<file path="src/hdl/tprs_pkg.sv">
package tprs_pkg;

    localparam int NUM_PAGES = 6;
    localparam int SLOT_W    = 3;
    localparam int DWELL_W   = 8;
    localparam int TPS_W     = 16;
    localparam int TICK_W    = 24;
    localparam int TABLE_W   = 48;
    localparam int CFG_ADDR_W = 1;

    localparam logic [TABLE_W-1:0]   DWELL_RESET = 48'h05050F0A0A0A;
    localparam logic [TPS_W-1:0]     TPS_RESET   = 16'd1000;
    localparam logic [NUM_PAGES-1:0] MASK_RESET  = 6'b001111;

    typedef enum logic [1:0] {
        OP_TICK   = 2'd0,
        OP_SKIP   = 2'd1,
        OP_SELECT = 2'd2,
        OP_ENABLE = 2'd3
    } op_t;

    typedef enum logic [CFG_ADDR_W-1:0] {
        REG_DWELL = 1'b0,
        REG_TPS   = 1'b1
    } cfg_reg_t;

    typedef struct packed {
        logic              start;
        logic [SLOT_W-1:0] slot;
    } scan_req_t;

    typedef struct packed {
        logic              done;
        logic [SLOT_W-1:0] slot;
    } scan_rsp_t;

    function automatic logic [DWELL_W-1:0] dwell_of(input logic [TABLE_W-1:0] tbl,
                                                    input logic [SLOT_W-1:0] slot);
        logic [DWELL_W-1:0] d;
        d = '0;
        for (int i = 0; i < 6; i++) begin
            if (slot == SLOT_W'(i)) begin
                d = tbl[i*DWELL_W +: DWELL_W];
            end
        end
        return d;
    endfunction

endpackage

</file>
<file path="src/hdl/tprs_scan.sv">
module tprs_scan
    import tprs_pkg::*;
(
    input  logic                 aclk,
    input  logic                 aresetn,
    input  scan_req_t            req,
    input  logic [NUM_PAGES-1:0] mask,
    output scan_rsp_t            rsp
);

    logic              busy_reg;
    logic              done_reg;
    logic [SLOT_W-1:0] cand_reg;
    logic [SLOT_W-1:0] cnt_reg;
    logic [SLOT_W-1:0] cand_next;
    logic              hit;

    // one candidate slot per cycle, round-robin
    assign cand_next = (cand_reg == SLOT_W'(NUM_PAGES - 1)) ? '0 : cand_reg + 1'b1;
    assign hit       = mask[cand_next] || (cnt_reg == SLOT_W'(NUM_PAGES - 1));

    always_ff @(posedge aclk) begin
        if (!aresetn) begin
            busy_reg <= 1'b0;
            done_reg <= 1'b0;
        end else begin
            done_reg <= 1'b0;
            if (req.start) begin
                busy_reg <= 1'b1;
            end else if (busy_reg && hit) begin
                busy_reg <= 1'b0;
                done_reg <= 1'b1;
            end
        end
    end

    always_ff @(posedge aclk) begin
        if (req.start) begin
            cand_reg <= req.slot;
            cnt_reg  <= '0;
        end else if (busy_reg) begin
            cand_reg <= cand_next;
            cnt_reg  <= cnt_reg + 1'b1;
        end
    end

    assign rsp.done = done_reg;
    assign rsp.slot = cand_reg;

endmodule

</file>
<file path="src/hdl/timed_page_rotation_scheduler_top.sv">
// Timed page rotation scheduler.
// Input channel s_*: one request per accepted beat; s_tuser carries the
// operation (tick, skip, select, enable), s_tdata the page and enable flag.
// Output channel m_*: exactly one result per request, current page and a
// flag set when the page moved or the dwell counter was cleared.
// Configuration: cfg_wr_en writes cfg_wdata to register cfg_addr
// (0 dwell table, 1 ticks per second) on the same edge; write only when idle.
// Select and enable pass through the execute and output states; ticks that
// do not expire also pass the compare state. When the next enabled page is
// searched (skip, disabling the shown page, expired tick) the shared scan
// unit checks one slot per cycle, at most 6 slots.
// One request is in flight at a time; s_tready is low from accept until the
// result is loaded into the output register. If the receiver stalls, the
// result waits in the output register and the next request may be taken,
// but its result is held back until the previous one is taken.
// Reset: page 0 shown, pages 0 to 3 enabled, counter zero, default dwell
// table and 1000 ticks per second; no output pending.
module timed_page_rotation_scheduler_top
    import tprs_pkg::*;
(
    input  logic                  aclk,
    input  logic                  aresetn,
    input  logic                  s_tvalid,
    output logic                  s_tready,
    input  logic [7:0]            s_tdata,   // [2:0] page, [3] enable_value
    input  logic [1:0]            s_tuser,   // [1:0] op
    output logic                  m_tvalid,
    input  logic                  m_tready,
    output logic [7:0]            m_tdata,   // [2:0] current_page, [3] page_changed
    input  logic                  cfg_wr_en,
    input  logic [CFG_ADDR_W-1:0] cfg_addr,
    input  logic [TABLE_W-1:0]    cfg_wdata
);

    typedef enum logic [4:0] {
        S_IDLE = 5'b00001,
        S_EXEC = 5'b00010,
        S_CMP  = 5'b00100,
        S_SCAN = 5'b01000,
        S_OUT  = 5'b10000
    } state_t;

    state_t               state_reg, state_next;
    logic [TABLE_W-1:0]   dwell_reg;
    logic [TPS_W-1:0]     tps_reg;
    logic [SLOT_W-1:0]    slot_reg, slot_next;
    logic [NUM_PAGES-1:0] mask_reg, mask_next;
    logic [TICK_W-1:0]    elapsed_reg, elapsed_next;
    logic [TICK_W-1:0]    limit_reg, limit_next;
    logic                 changed_reg, changed_next;
    op_t                  op_reg;
    logic [SLOT_W-1:0]    page_reg;
    logic                 en_reg;
    logic                 m_tvalid_reg, m_tvalid_next;
    logic [7:0]           m_tdata_reg, m_tdata_next;
    logic                 page_ok;
    scan_req_t            scan_req;
    scan_rsp_t            scan_rsp;

    tprs_scan u_scan (
        .aclk    (aclk),
        .aresetn (aresetn),
        .req     (scan_req),
        .mask    (mask_reg),
        .rsp     (scan_rsp)
    );

    assign s_tready = (state_reg == S_IDLE);
    assign m_tvalid = m_tvalid_reg;
    assign m_tdata  = m_tdata_reg;
    assign page_ok  = (page_reg < SLOT_W'(NUM_PAGES));

    always_ff @(posedge aclk) begin
        if (!aresetn) begin
            dwell_reg <= DWELL_RESET;
            tps_reg   <= TPS_RESET;
        end else if (cfg_wr_en) begin
            unique case (cfg_reg_t'(cfg_addr))
                REG_DWELL: dwell_reg <= cfg_wdata;
                REG_TPS:   tps_reg   <= cfg_wdata[TPS_W-1:0];
                default:   dwell_reg <= dwell_reg;
            endcase
        end
    end

    always_ff @(posedge aclk) begin
        if (s_tvalid && s_tready) begin
            op_reg   <= op_t'(s_tuser);
            page_reg <= s_tdata[2:0];
            en_reg   <= s_tdata[3];
        end
        limit_reg   <= limit_next;
        m_tdata_reg <= m_tdata_next;
    end

    always_ff @(posedge aclk) begin
        if (!aresetn) begin
            state_reg    <= S_IDLE;
            slot_reg     <= '0;
            mask_reg     <= MASK_RESET;
            elapsed_reg  <= '0;
            changed_reg  <= 1'b0;
            m_tvalid_reg <= 1'b0;
        end else begin
            state_reg    <= state_next;
            slot_reg     <= slot_next;
            mask_reg     <= mask_next;
            elapsed_reg  <= elapsed_next;
            changed_reg  <= changed_next;
            m_tvalid_reg <= m_tvalid_next;
        end
    end

    always_comb begin
        state_next    = state_reg;
        slot_next     = slot_reg;
        mask_next     = mask_reg;
        elapsed_next  = elapsed_reg;
        limit_next    = limit_reg;
        changed_next  = changed_reg;
        m_tvalid_next = m_tvalid_reg && !m_tready;
        m_tdata_next  = m_tdata_reg;
        scan_req      = '{start: 1'b0, slot: slot_reg};

        unique case (state_reg)
            S_IDLE: begin
                if (s_tvalid) begin
                    changed_next = 1'b0;
                    state_next   = S_EXEC;
                end
            end
            S_EXEC: begin
                unique case (op_reg)
                    OP_TICK: begin
                        limit_next = TICK_W'(dwell_of(dwell_reg, slot_reg) * tps_reg);
                        if (elapsed_reg != '1) begin
                            elapsed_next = elapsed_reg + 1'b1;
                        end
                        state_next = S_CMP;
                    end
                    OP_SKIP: begin
                        scan_req.start = 1'b1;
                        changed_next   = 1'b1;
                        state_next     = S_SCAN;
                    end
                    OP_SELECT: begin
                        if (page_ok) begin
                            slot_next    = page_reg;
                            elapsed_next = '0;
                            changed_next = 1'b1;
                        end
                        state_next = S_OUT;
                    end
                    OP_ENABLE: begin
                        state_next = S_OUT;
                        if (page_ok) begin
                            mask_next[page_reg] = en_reg;
                            if (!en_reg && page_reg == slot_reg) begin
                                scan_req.start = 1'b1;
                                changed_next   = 1'b1;
                                state_next     = S_SCAN;
                            end
                        end
                    end
                    default: state_next = S_OUT;
                endcase
            end
            S_CMP: begin
                if (elapsed_reg >= limit_reg) begin
                    scan_req.start = 1'b1;
                    changed_next   = 1'b1;
                    state_next     = S_SCAN;
                end else begin
                    state_next = S_OUT;
                end
            end
            S_SCAN: begin
                if (scan_rsp.done) begin
                    slot_next    = scan_rsp.slot;
                    elapsed_next = '0;
                    state_next   = S_OUT;
                end
            end
            S_OUT: begin
                if (!m_tvalid_reg || m_tready) begin
                    m_tvalid_next = 1'b1;
                    m_tdata_next  = {4'b0000, changed_reg, slot_reg};
                    state_next    = S_IDLE;
                end
            end
            default: state_next = S_IDLE;
        endcase
    end

endmodule
</file>
<file path="config.mk">
export PLATFORM = sky130hd
export DESIGN_NAME = timed_page_rotation_scheduler_top
export DESIGN_NICKNAME = d
export VERILOG_FILES = /design/src/hdl/tprs_pkg.sv /design/src/hdl/tprs_scan.sv /design/src/hdl/timed_page_rotation_scheduler_top.sv
export SDC_FILE = /design/constraint.sdc
export NUM_CORES = 1
export LEC_CHECK = 0
export BUFFER_PORTS_ARGS = -buffer_cell sky130_fd_sc_hd__buf_2
export CAP_MARGIN = 10
export CORE_MARGIN = 2
export CORE_UTILIZATION = 40
export CTS_CLUSTER_SIZE = 8
export DETAILED_ROUTE_END_ITERATION = 8
export HOLD_SLACK_MARGIN = 0.12
export PLACE_DENSITY_LB_ADDON = 0.25
export SKIP_CTS_REPAIR_TIMING = 1
export SLEW_MARGIN = 15
export SYNTH_ARGS = -nofsm -noshare
export SYNTH_HDL_FRONTEND = slang
export SYNTH_SLANG_ARGS = --single-unit
</file>
<file path="constraint.sdc">
create_clock -name aclk -period 5.7 [get_ports aclk]
set_clock_uncertainty 0.1 [all_clocks]
set_input_delay 0.57 -clock aclk [delete_from_list [all_inputs] [get_ports aclk]]
set_output_delay 0.57 -clock aclk [all_outputs]
set_load 0.03 [all_outputs]
</file>
==> results.tsv, run 1 <==
metric	value	unit
post-synth top area cell	dfxtp_1	
die area	28600	um2
Syn Area/Cell	9.11	um2
critical path type	flop to flop	
GR Util met3	0.0278	
Hold Crit Depth	1	
Cell Chain, Critical Path	buf_6, mux2_2, a222oi_1, buf_4, buf_6, buf_6, nor2b_2, fa_1, fa_1, fa_1, inv_1, fa_1, inv_2, ha_4, and2_4, a221o_1, a31oi_1, buf_4, o21ai_4, a221o_1, a21oi_2, xnor2_1	
layout cells sized above 1	0.194	
count leader, synth	nand2_1	
synthesized cell area	10900	um2
run status	finished clean	
Distinct cells, synth	69	
top cells by count, synth	172 x nand2_1, 141 x inv_1, 117 x nor2b_1	
Critical R2R Launch	slot_reg[0]	
CTS root buf	clkbuf_16	
final setup violation count	0	
CP max stage delay	0.52	ns
relative slew slack	0.320	
Initial Util	0.405	
setup slack, reg-to-reg	0.01	ns
layout net count	1542	
GR peak layer	met2	
worst hold start	s_tuser[0]	
CTS max path bufs	2	
total of max-cap violations	0	
Main synth FF type	dfxtp_1	
Comb power frac	0.349	
post-synthesis cell count	1195	
clk_lat worst skew	0.43	ns
Net Switching	1120	uW
Worst-path clk slew	0.07	ns
initial antenna violation count	0	
Final Cycle Share	0.998	
reg2reg path depth	22	
chip height	169	um
drt pass-1 iters	8	
first-pass GRT wire length	39100	um
HPWL after DPL	18100	um
Post-Layout Inst Area	13000	um2
top fanout value on the critical path	6	
CTS sink cnt	146	
Worst-Margin Slew	1.02	ns
P_int	2380	uW
Final Hold Viols	0	
Ys Warns	0	
area post-placement	12200	um2
critical path launch point	slot_reg[0]	
Seq/Total Area, Yosys	0.302	
Via density	4.89	
post-route antenna net violation count	0	
Die Span X	169	um
delay-heaviest family, CP	adder cells	
Arrival @ worst endpoint	5.75	ns
Async S/R FF share, synth	0	
crit start category	flop	
H-tree levels	4	
CTS tree	done	
Synth Register Bits	146	
mean routed wirelength per cell	14.1	um
core footprint	26900	um2
Worst R2R End	limit_reg[23]	
RSZ-0062 raised after global routing	true	
grt total ovfl	0	
HP Class	input port to flop	
WHS Endpoint	op_reg[0]	
Slowest cell on crit path	fa_1	
vias in the first global route	8106	
met1 Usage GRT	0.228	
total track usage	0.168	
met2 usage	0.279	
CP Data Required Time	5.77	ns
endpoint class of the critical path	flop	
Overall Power	3500	uW
Final Max Tran Viols	0	
WL final	23600	um
min cycle time layout	5.69	ns
Max VDD drop	0.000223	V
fmax	0.176	GHz
Rows	60	
CTS buffer count	17	
Reg power frac	0.337	
GPL Wtd Cong	0.818	
Port Buffers	65	
CP dominant cell by count	fa_1	
antenna cell count	0	
Sw Ratio	0.320	
number of DRC markers in iteration 0	480	
Ports	74	
Synth area leaders	dfxtp_1 20%, fa_1 15%, edfxtp_1 10%, ha_1 8.6%, nor2b_1 6.7%	
Largest register FFs	48	
DRC viols	0	
largest net degree at the start of global routing	66	
Buf/Inv on CP	7	
Post-synth EDFFs	37	
clock power share	0.314	
Area Overhead vs Synth	19.5	%
PD cells	269	nW/um2
Leak	0.00579	uW
via count	8183	
top cell type's share of synthesized area	0.200	
[layout make-up]
class	count	area (um2)
clock inverters	14	143
flip-flops and latches	146	3300
repair buffers	147	1060
fillers	2577	13900
inverters	142	534
clock buffers	18	429
multi-input cells	865	7110
well taps	341	427
[worst reg2reg max path, delay by kind of cell (launching register included)]
kind | cells | cell delay [ns]
xor gates and xnor gates | 1 | 0.08
buffers and inverters | 7 | 0.80
AOI/OAI and AO/OA | 6 | 1.35
DFF | 1 | 0.36
muxes | 1 | 0.34
adders and majority gates | 5 | 2.26
and+or+nand+nor | 2 | 0.18
[power by group through the flow]
stage          sequential [uW]  combinational (uW)  clock, uW
2_1_floorplan             1190                 822          0
3_3_place_gp              1200                1160          0
3_5_place_dp              1200                1170          0
4_1_cts                   1180                1180       1130
5_1_grt                   1190                1380       1170
6_report                  1180                1220       1100
[worst max path at each step]
stage               slack (ns)             to  depth (start not counted)
global route             -0.17  limit_reg[23]                         24
floorplan                -0.05  limit_reg[23]                         22
CTS                      -0.14  limit_reg[22]                         19
detailed placement       -0.14  limit_reg[22]                         19
global placement         -0.08  limit_reg[22]                         19
finish                    0.01  limit_reg[23]                         22
[kinds of logic (layout without fill, tap and decap cells)]
family | after synthesis | in the layout | synth area share
AO/OA/AOI/OAI | 163 | 163 | 0.0996
AND/OR/NAND/NOR | 470 | 470 | 0.221
adder cells (fa/ha/maj) | 159 | 159 | 0.241
XOR/XNOR | 42 | 42 | 0.0338
other | 1 | 4 | 0.000344
flip-flops | 146 | 146 | 0.302
buffers and inverters | 187 | 321 | 0.0698
multiplexers | 27 | 27 | 0.0329
[metal layers]
layer / share of wire / routed length (um)
met3: 0.028 / 656
met5: 0 / 0
met1: 0.49 / 11500
met4: 0.012 / 278
met2: 0.47 / 11100
[cells in the final DEF (no fill, tap or decap), types with 7 or more instances in the layout]
master	count
mux2_2	10
a21o_1	11
a21oi_1	39
clkbuf_16	18
fa_1	82
a211oi_1	8
nand4_1	15
buf_2	65
xnor2_1	22
o21ai_0	24
buf_4	69
nand2b_1	23
ha_1	65
nor2_1	50
a21boi_0	32
nor2b_1	110
nand2_1	171
ha_4	10
edfxtp_1	37
nor3_1	10
dfxtp_1	108
xor2_1	20
mux2i_1	11
inv_1	135
buf_12	7
nand3_1	40
[through the flow]
stage	setup TNS (ns)	util	setup slack, ns	std cells	hold slack [ns]
6_report	0	0.484	0.0133	1673	0.220
5_1_grt	-0.378	0.484	-0.172	1673	0.201
4_1_cts	-0.389	0.474	-0.142	1658	0.203
3_5_place_dp	-0.358	0.453	-0.143	1626	0.310
3_3_place_gp	-0.141	0.453	-0.0786	1626	0.320
2_1_floorplan	-0.0451	-	-0.0451	1198	0.301
No activity file was read; power rests on OpenSTA's default activity.
==> run 2: changes to the inputs <==
--- a/config.mk
+++ b/config.mk
@@ -17,4 +17,5 @@
 export SLEW_MARGIN = 15
 export SYNTH_ARGS = -nofsm -noshare
 export SYNTH_HDL_FRONTEND = slang
+export SYNTH_HIERARCHICAL = 1
 export SYNTH_SLANG_ARGS = --single-unit
==> results.tsv, run 2 <==
metric	value	unit	change
critical path type	flop to flop		unchanged
Worst Slack Setup Final	0.175	ns	was 0.0133 ns
Critical R2R Launch	slot_reg[0]		unchanged
synthesized cell area	11000	um2	was 10900 um2
Worst-Margin Slew	1.00	ns	was 1.02 ns
Distinct cells, synth	71		was 69
Syn Area/Cell	8.90	um2	was 9.11 um2
Die Span X	170	um	was 169 um
Ys Warns	6		was 0
commonest cells after routing, fill and taps aside	170 x nand2_1, 137 x inv_1, 124 x nor2b_1		was 171 x nand2_1, 135 x inv_1, 110 x nor2b_1
Ports	74		unchanged
Synth area leaders	dfxtp_1 20%, fa_1 15%, edfxtp_1 10%, ha_1 8.7%, nor2b_1 7.1%		was dfxtp_1 20%, fa_1 15%, edfxtp_1 10%, ha_1 8.6%, nor2b_1 6.7%
count leader, synth	nand2_1		unchanged
top cells by count, synth	170 x nand2_1, 137 x inv_1, 125 x nor2b_1		was 172 x nand2_1, 141 x inv_1, 117 x nor2b_1
CTS max path bufs	2		unchanged
final setup violation count	0		unchanged
Worst R2R End	limit_reg[21]		was limit_reg[23]
Max VDD drop	0.000198	V	was 0.000223 V
Post-Layout Inst Area	12700	um2	was 13000 um2
total of max-cap violations	0		unchanged
top layer in use	met4		unchanged
CTS buffer count	17		unchanged
commonest non-fill, non-tap cell in the layout	nand2_1		unchanged
CP Data Required Time	5.76	ns	was 5.77 ns
detailed route wirelength on metal3	615	um	was 656 um
Initial Util	0.408		was 0.405
setup slack after placement	-0.000570	ns	was -0.143 ns
crit start category	flop		unchanged
layout cells sized above 1	0.141		was 0.194
CTS root buf	clkbuf_16		unchanged
first-pass GRT wire length	41600	um	was 39100 um
drt pass-1 iters	5		was 8
Final Cycle Share	0.969		was 0.998
endpoint class of the critical path	flop		unchanged
core footprint	27000	um2	was 26900 um2
Worst-path clk slew	0.06	ns	was 0.07 ns
Synth Register Bits	146		unchanged
CTS tree	done		unchanged
vias in the first global route	8532		was 8106
DRC viols	0		unchanged
relative slew slack	0.330		was 0.320
run status	finished clean		unchanged
Main synth FF type	dfxtp_1		unchanged
clk_lat worst skew	0.42	ns	was 0.43 ns
Arrival @ worst endpoint	5.58	ns	was 5.75 ns
setup slack, reg-to-reg	0.17	ns	was 0.01 ns
Async S/R FF share, synth	0		unchanged
HPWL after DPL	18200	um	was 18100 um
GPL Wtd Cong	0.806		was 0.818
Via density	5.04		was 4.89
HP Class	input port to flop		unchanged
via count	8390		was 8183
Final Hold Viols	0		unchanged
Critical Path End	limit_reg[21]		was limit_reg[23]
chip height	170	um	was 169 um
Fin Hold WS	0.225	ns	was 0.220 ns
top cell type's share of synthesized area	0.199		was 0.200
Leak	0.00556	uW	was 0.00579 uW
Final Max Tran Viols	0		unchanged
top fanout value on the critical path	8		was 6
total track usage	0.178		was 0.168
mean routed wirelength per cell	14.7	um	was 14.1 um
Hold Crit Depth	1		unchanged
post-synth top area cell	dfxtp_1		unchanged
met2 wire len	11600	um	was 11100 um
Seq/Total Area, Yosys	0.300		was 0.302
grt total ovfl	0		unchanged
Largest register FFs	48		unchanged
antenna cell count	0		unchanged
non-filler instance count after layout	1664		was 1673
Area Overhead vs Synth	15.8	%	was 19.5%
Port Buffers	65		unchanged
number of DRC markers in iteration 0	457		was 480
critical path launch point	slot_reg[0]		unchanged
WL met1	11900	um	was 11500 um
PD cells	285	nW/um2	was 269 nW/um2
layout net count	1534		was 1542
area post-placement	11800	um2	was 12200 um2
post-route antenna net violation count	0		unchanged
post-synthesis cell count	1234		was 1195
WL final	24400	um	was 23600 um
CTS sink cnt	146		unchanged
reg2reg path depth	18		was 22
initial antenna violation count	0		unchanged
H-tree levels	4		unchanged
min cycle time layout	5.53	ns	was 5.69 ns
Rows	60		unchanged
fmax	0.181	GHz	was 0.176 GHz
Post-synth EDFFs	37		unchanged
die area	28800	um2	was 28600 um2
largest net degree at the start of global routing	54		was 66
# placed instances	1620		was 1626
==> run 2: changes by cell type in the layout (fill, tap and decap cells not counted), moves of 6 or more <==
cell and delta:
buf_4 -41, mux2_2 -8, a21oi_1 +39, ha_4 -7
nor3_1 +6, nor2b_2 -6, and3_1 +8, nor2_1 +12
ha_1 +8, a21boi_0 -30, nor2b_1 +14
==> run 2: worst min path at each step <==
| stage | from | to | slack (ns) |
|---|---|---|---|
| floorplan | changed_reg | m_tdata[3] | 0.31 |
| global placement | changed_reg | m_tdata[3] | 0.32 |
| detailed placement | changed_reg | m_tdata[3] | 0.32 |
| CTS | s_tdata[2] | page_reg[2] | 0.20 |
| global route | s_tdata[2] | page_reg[2] | 0.21 |
| finish | s_tdata[2] | page_reg[2] | 0.23 |
==> run 2: layout make-up <==
cell class              instances  area, um2
fillers                      2548      14200
multi-input cells             904       7100
flip-flops and latches        146       3300
repair buffers                103        732
inverters                     138        518
clock buffers                  19        454
well taps                     341        427
clock inverters                13        196
==> run 2: per-stage QoR <==
step | TNS [ns] | util | total power (uW)
floorplan | 0 | - | 2000
global placement | 0 | 0.439 | 2300
detailed placement | -0.000570 | 0.439 | 2310
CTS | -0.0939 | 0.463 | 3560
global route | -0.0349 | 0.472 | 3890
finish | 0 | 0.472 | 3630
==> run 2: logic make-up (layout without fill, tap and decap cells) <==
logic type | after synthesis | count (layout) | share of synthesized area
adder cells (fa/ha/maj) | 160 | 160 | 0.240
AO/OA/AOI/OAI | 172 | 172 | 0.0955
multiplexers | 23 | 23 | 0.0303
AND/OR/NAND/NOR | 506 | 506 | 0.235
flip-flops | 146 | 146 | 0.300
other | 1 | 4 | 0.000341
buffers and inverters | 187 | 273 | 0.0680
XOR/XNOR | 39 | 39 | 0.0311
==> run 2: metal layers <==
metal	vias to the layer above	GRT usage
met4	0	0.0427
met5	-	0
li1	4241	-
met3	18	0.0243
met2	125	0.302
met1	4006	0.241
==> run 2: critical path, stage by stage (launching register included) <==
cell       delay [ns]
dfxtp_2          0.34
buf_12           0.13
mux4_2           0.53
a21oi_4          0.21
buf_12           0.14
clkbuf_16        0.14
nor2b_1          0.06
fa_1             0.58
fa_1             0.45
fa_1             0.54
inv_1            0.05
fa_1             0.53
inv_1            0.04
ha_1             0.29
buf_4            0.17
a221o_1          0.38
o211ai_1         0.29
a21oi_1          0.13
xor2_1           0.15
==> run 2: power breakdown <==
part | leakage [uW] | switching (uW) | total (uW) | internal, uW
logic | 0.00403 | 646 | 1210 | 564
clock network | 0.000311 | 472 | 1240 | 768
registers | 0.00122 | 38.0 | 1180 | 1140
total | 0.00556 | 1160 | 3630 | 2480
==> run 3: changes to the inputs <==
==> constraint.sdc (replaced) <==
create_clock -name aclk -period 6 [get_ports aclk]
set_clock_uncertainty 0.1 [all_clocks]
set_input_delay 0.6 -clock aclk [delete_from_list [all_inputs] [get_ports aclk]]
set_output_delay 0.6 -clock aclk [all_outputs]
set_load 0.03 [all_outputs]
==> results.tsv, run 3 (synthesized netlist as in run 2, its figures left out) <==
metric	value	unit	change
CTS tree	done		unchanged
Via density	5.04		about the same
CTS sink cnt	146		unchanged
first-pass GRT wire length	40900	um	was 41600 um
layout cells sized above 1	0.118		was 0.141
relative slew slack	0.347		was 0.330
Max VDD drop	0.000196	V	was 0.000198 V
commonest non-fill, non-tap cell in the layout	nand2_1		unchanged
largest net degree at the start of global routing	54		unchanged
CP Data Required Time	6.06	ns	was 5.76 ns
top fanout value on the critical path	15		was 8
Slowest cell on crit path	fa_1		unchanged
die area	28800	um2	unchanged
Buf/Inv on CP	7		was 6
GPL Wtd Cong	0.813		was 0.806
Final Cycle Share	0.954		was 0.969
Final Hold Viols	0		unchanged
Port Buffers	65		unchanged
CTS max path bufs	2		unchanged
layout net count	1518		was 1534
Die Span X	170	um	unchanged
commonest cells after routing, fill and taps aside	170 x nand2_1, 137 x inv_1, 124 x nor2b_1		unchanged
antenna cell count	0		unchanged
DRC viols	0		unchanged
CTS buffer count	17		unchanged
HP Class	input port to flop		unchanged
chip height	170	um	unchanged
Initial Util	0.408		unchanged
H-tree levels	4		unchanged
CTS root buf	clkbuf_16		unchanged
crit start category	flop		unchanged
total track usage	0.174		was 0.178
Cell Chain, Critical Path	buf_12, mux4_2, a21oi_1, buf_6, buf_4, nor2b_1, fa_1, inv_1, fa_1, inv_1, fa_1, inv_1, fa_1, inv_1, ha_1, and3_1, nand2_1, a211oi_1, nor3_2, o31ai_1, xor2_1		was buf_12, mux4_2, a21oi_4, buf_12, clkbuf_16, nor2b_1, fa_1, fa_1, fa_1, inv_1, fa_1, inv_1, ha_1, buf_4, a221o_1, o211ai_1, a21oi_1, xor2_1
PD cells	264	nW/um2	was 285 nW/um2
RSZ-0062 raised after global routing	false		
Final Max Tran Viols	0		unchanged
final setup violation count	0		unchanged
endpoint class of the critical path	flop		unchanged
Area Overhead vs Synth	13.0	%	was 15.8%
area post-placement	11700	um2	was 11800 um2
via count	8305		was 8390
min cycle time layout	5.72	ns	was 5.53 ns
grt total ovfl	0		unchanged
clk_lat worst skew	0.43	ns	was 0.42 ns
fmax	0.175	GHz	was 0.181 GHz
total of max-cap violations	0		unchanged
run status	finished clean		unchanged
Worst-Margin Slew	0.979	ns	was 1.00 ns
Worst-path clk slew	0.06	ns	about the same
CP max stage delay	0.53	ns	was 0.58 ns
Leak	0.00543	uW	was 0.00556 uW
initial antenna violation count	0		unchanged
Arrival @ worst endpoint	5.78	ns	was 5.58 ns
Post-Layout Inst Area	12400	um2	was 12700 um2
delay-heaviest family, CP	adder cells		unchanged
Rows	60		unchanged
vias in the first global route	8432		was 8532
Largest register FFs	48		unchanged
Ports	74		unchanged
mean routed wirelength per cell	14.2	um	was 14.7 um
HPWL after DPL	18000	um	was 18200 um
WL final	23400	um	was 24400 um
Finished Core Util	0.460		was 0.472
post-route antenna net violation count	0		unchanged
TNS Setup	0	ns	unchanged
drt pass-1 iters	5		unchanged
core footprint	27000	um2	unchanged
number of DRC markers in iteration 0	477		was 457
critical path type	flop to flop		unchanged
-- run 3: cell count changes in the layout (fill, tap and decap cells not counted), moves of 2 or more --
| cell | change |
|---|---|
| buf_4 | -12 |
| dfxtp_2 | -2 |
| dfxtp_1 | +2 |
| a21oi_1 | +6 |
| a21oi_4 | -3 |
| a21oi_2 | -3 |
| inv_6 | +2 |
| buf_12 | -3 |
| ha_1 | +2 |
| ha_4 | -3 |
-- run 3: final cells by class --
type	count	area, um2
clock buffer	20	458
clock inverter	12	169
fill	2590	14500
inverter	138	518
multi-input combinational	904	6990
sequential	146	3290
tap	341	427
timing repair buffer	87	557
-- run 3: per-stage QoR --
step / instances / total power, uW / setup slack, ns / hold slack, ns
floorplan: 1237 / 1900 / 0.243 / 0.308
global placement: 1612 / 2140 / 0.207 / 0.317
detailed placement: 1612 / 2150 / 0.132 / 0.324
CTS: 1644 / 3280 / 0.134 / 0.239
global route: 1648 / 3510 / 0.000293 / 0.234
finish: 1648 / 3280 / 0.276 / 0.251
-- run 3: metal layers --
layer | wire [um] | vias up | global-route usage
met2 | 11000 | 127 | 0.291
met1 | 11500 | 3950 | 0.235
met3 | 622 | 21 | 0.0282
met4 | 263 | 0 | 0.0416
met5 | 0 | - | 0
li1 | - | 4207 | -
-- run 3: path summary, 6_finish.rpt --
path                            cells past startpoint         from       endpoint  slack, ns
worst min register to register                      0  changed_reg     m_tdata[3]       0.33
worst max-delay path                               21  slot_reg[0]  limit_reg[22]       0.28
worst max register to register                     21  slot_reg[0]  limit_reg[22]       0.28
worst min-delay path                                1   s_tdata[3]         en_reg       0.25
-- run 3: power breakdown --
| part | internal [uW] | switching, uW | leakage [uW] |
|---|---|---|---|
| registers | 1090 | 36.1 | 0.00122 |
| logic | 448 | 577 | 0.00392 |
| clock network | 689 | 445 | 0.000299 |
| total | 2220 | 1060 | 0.00543 |
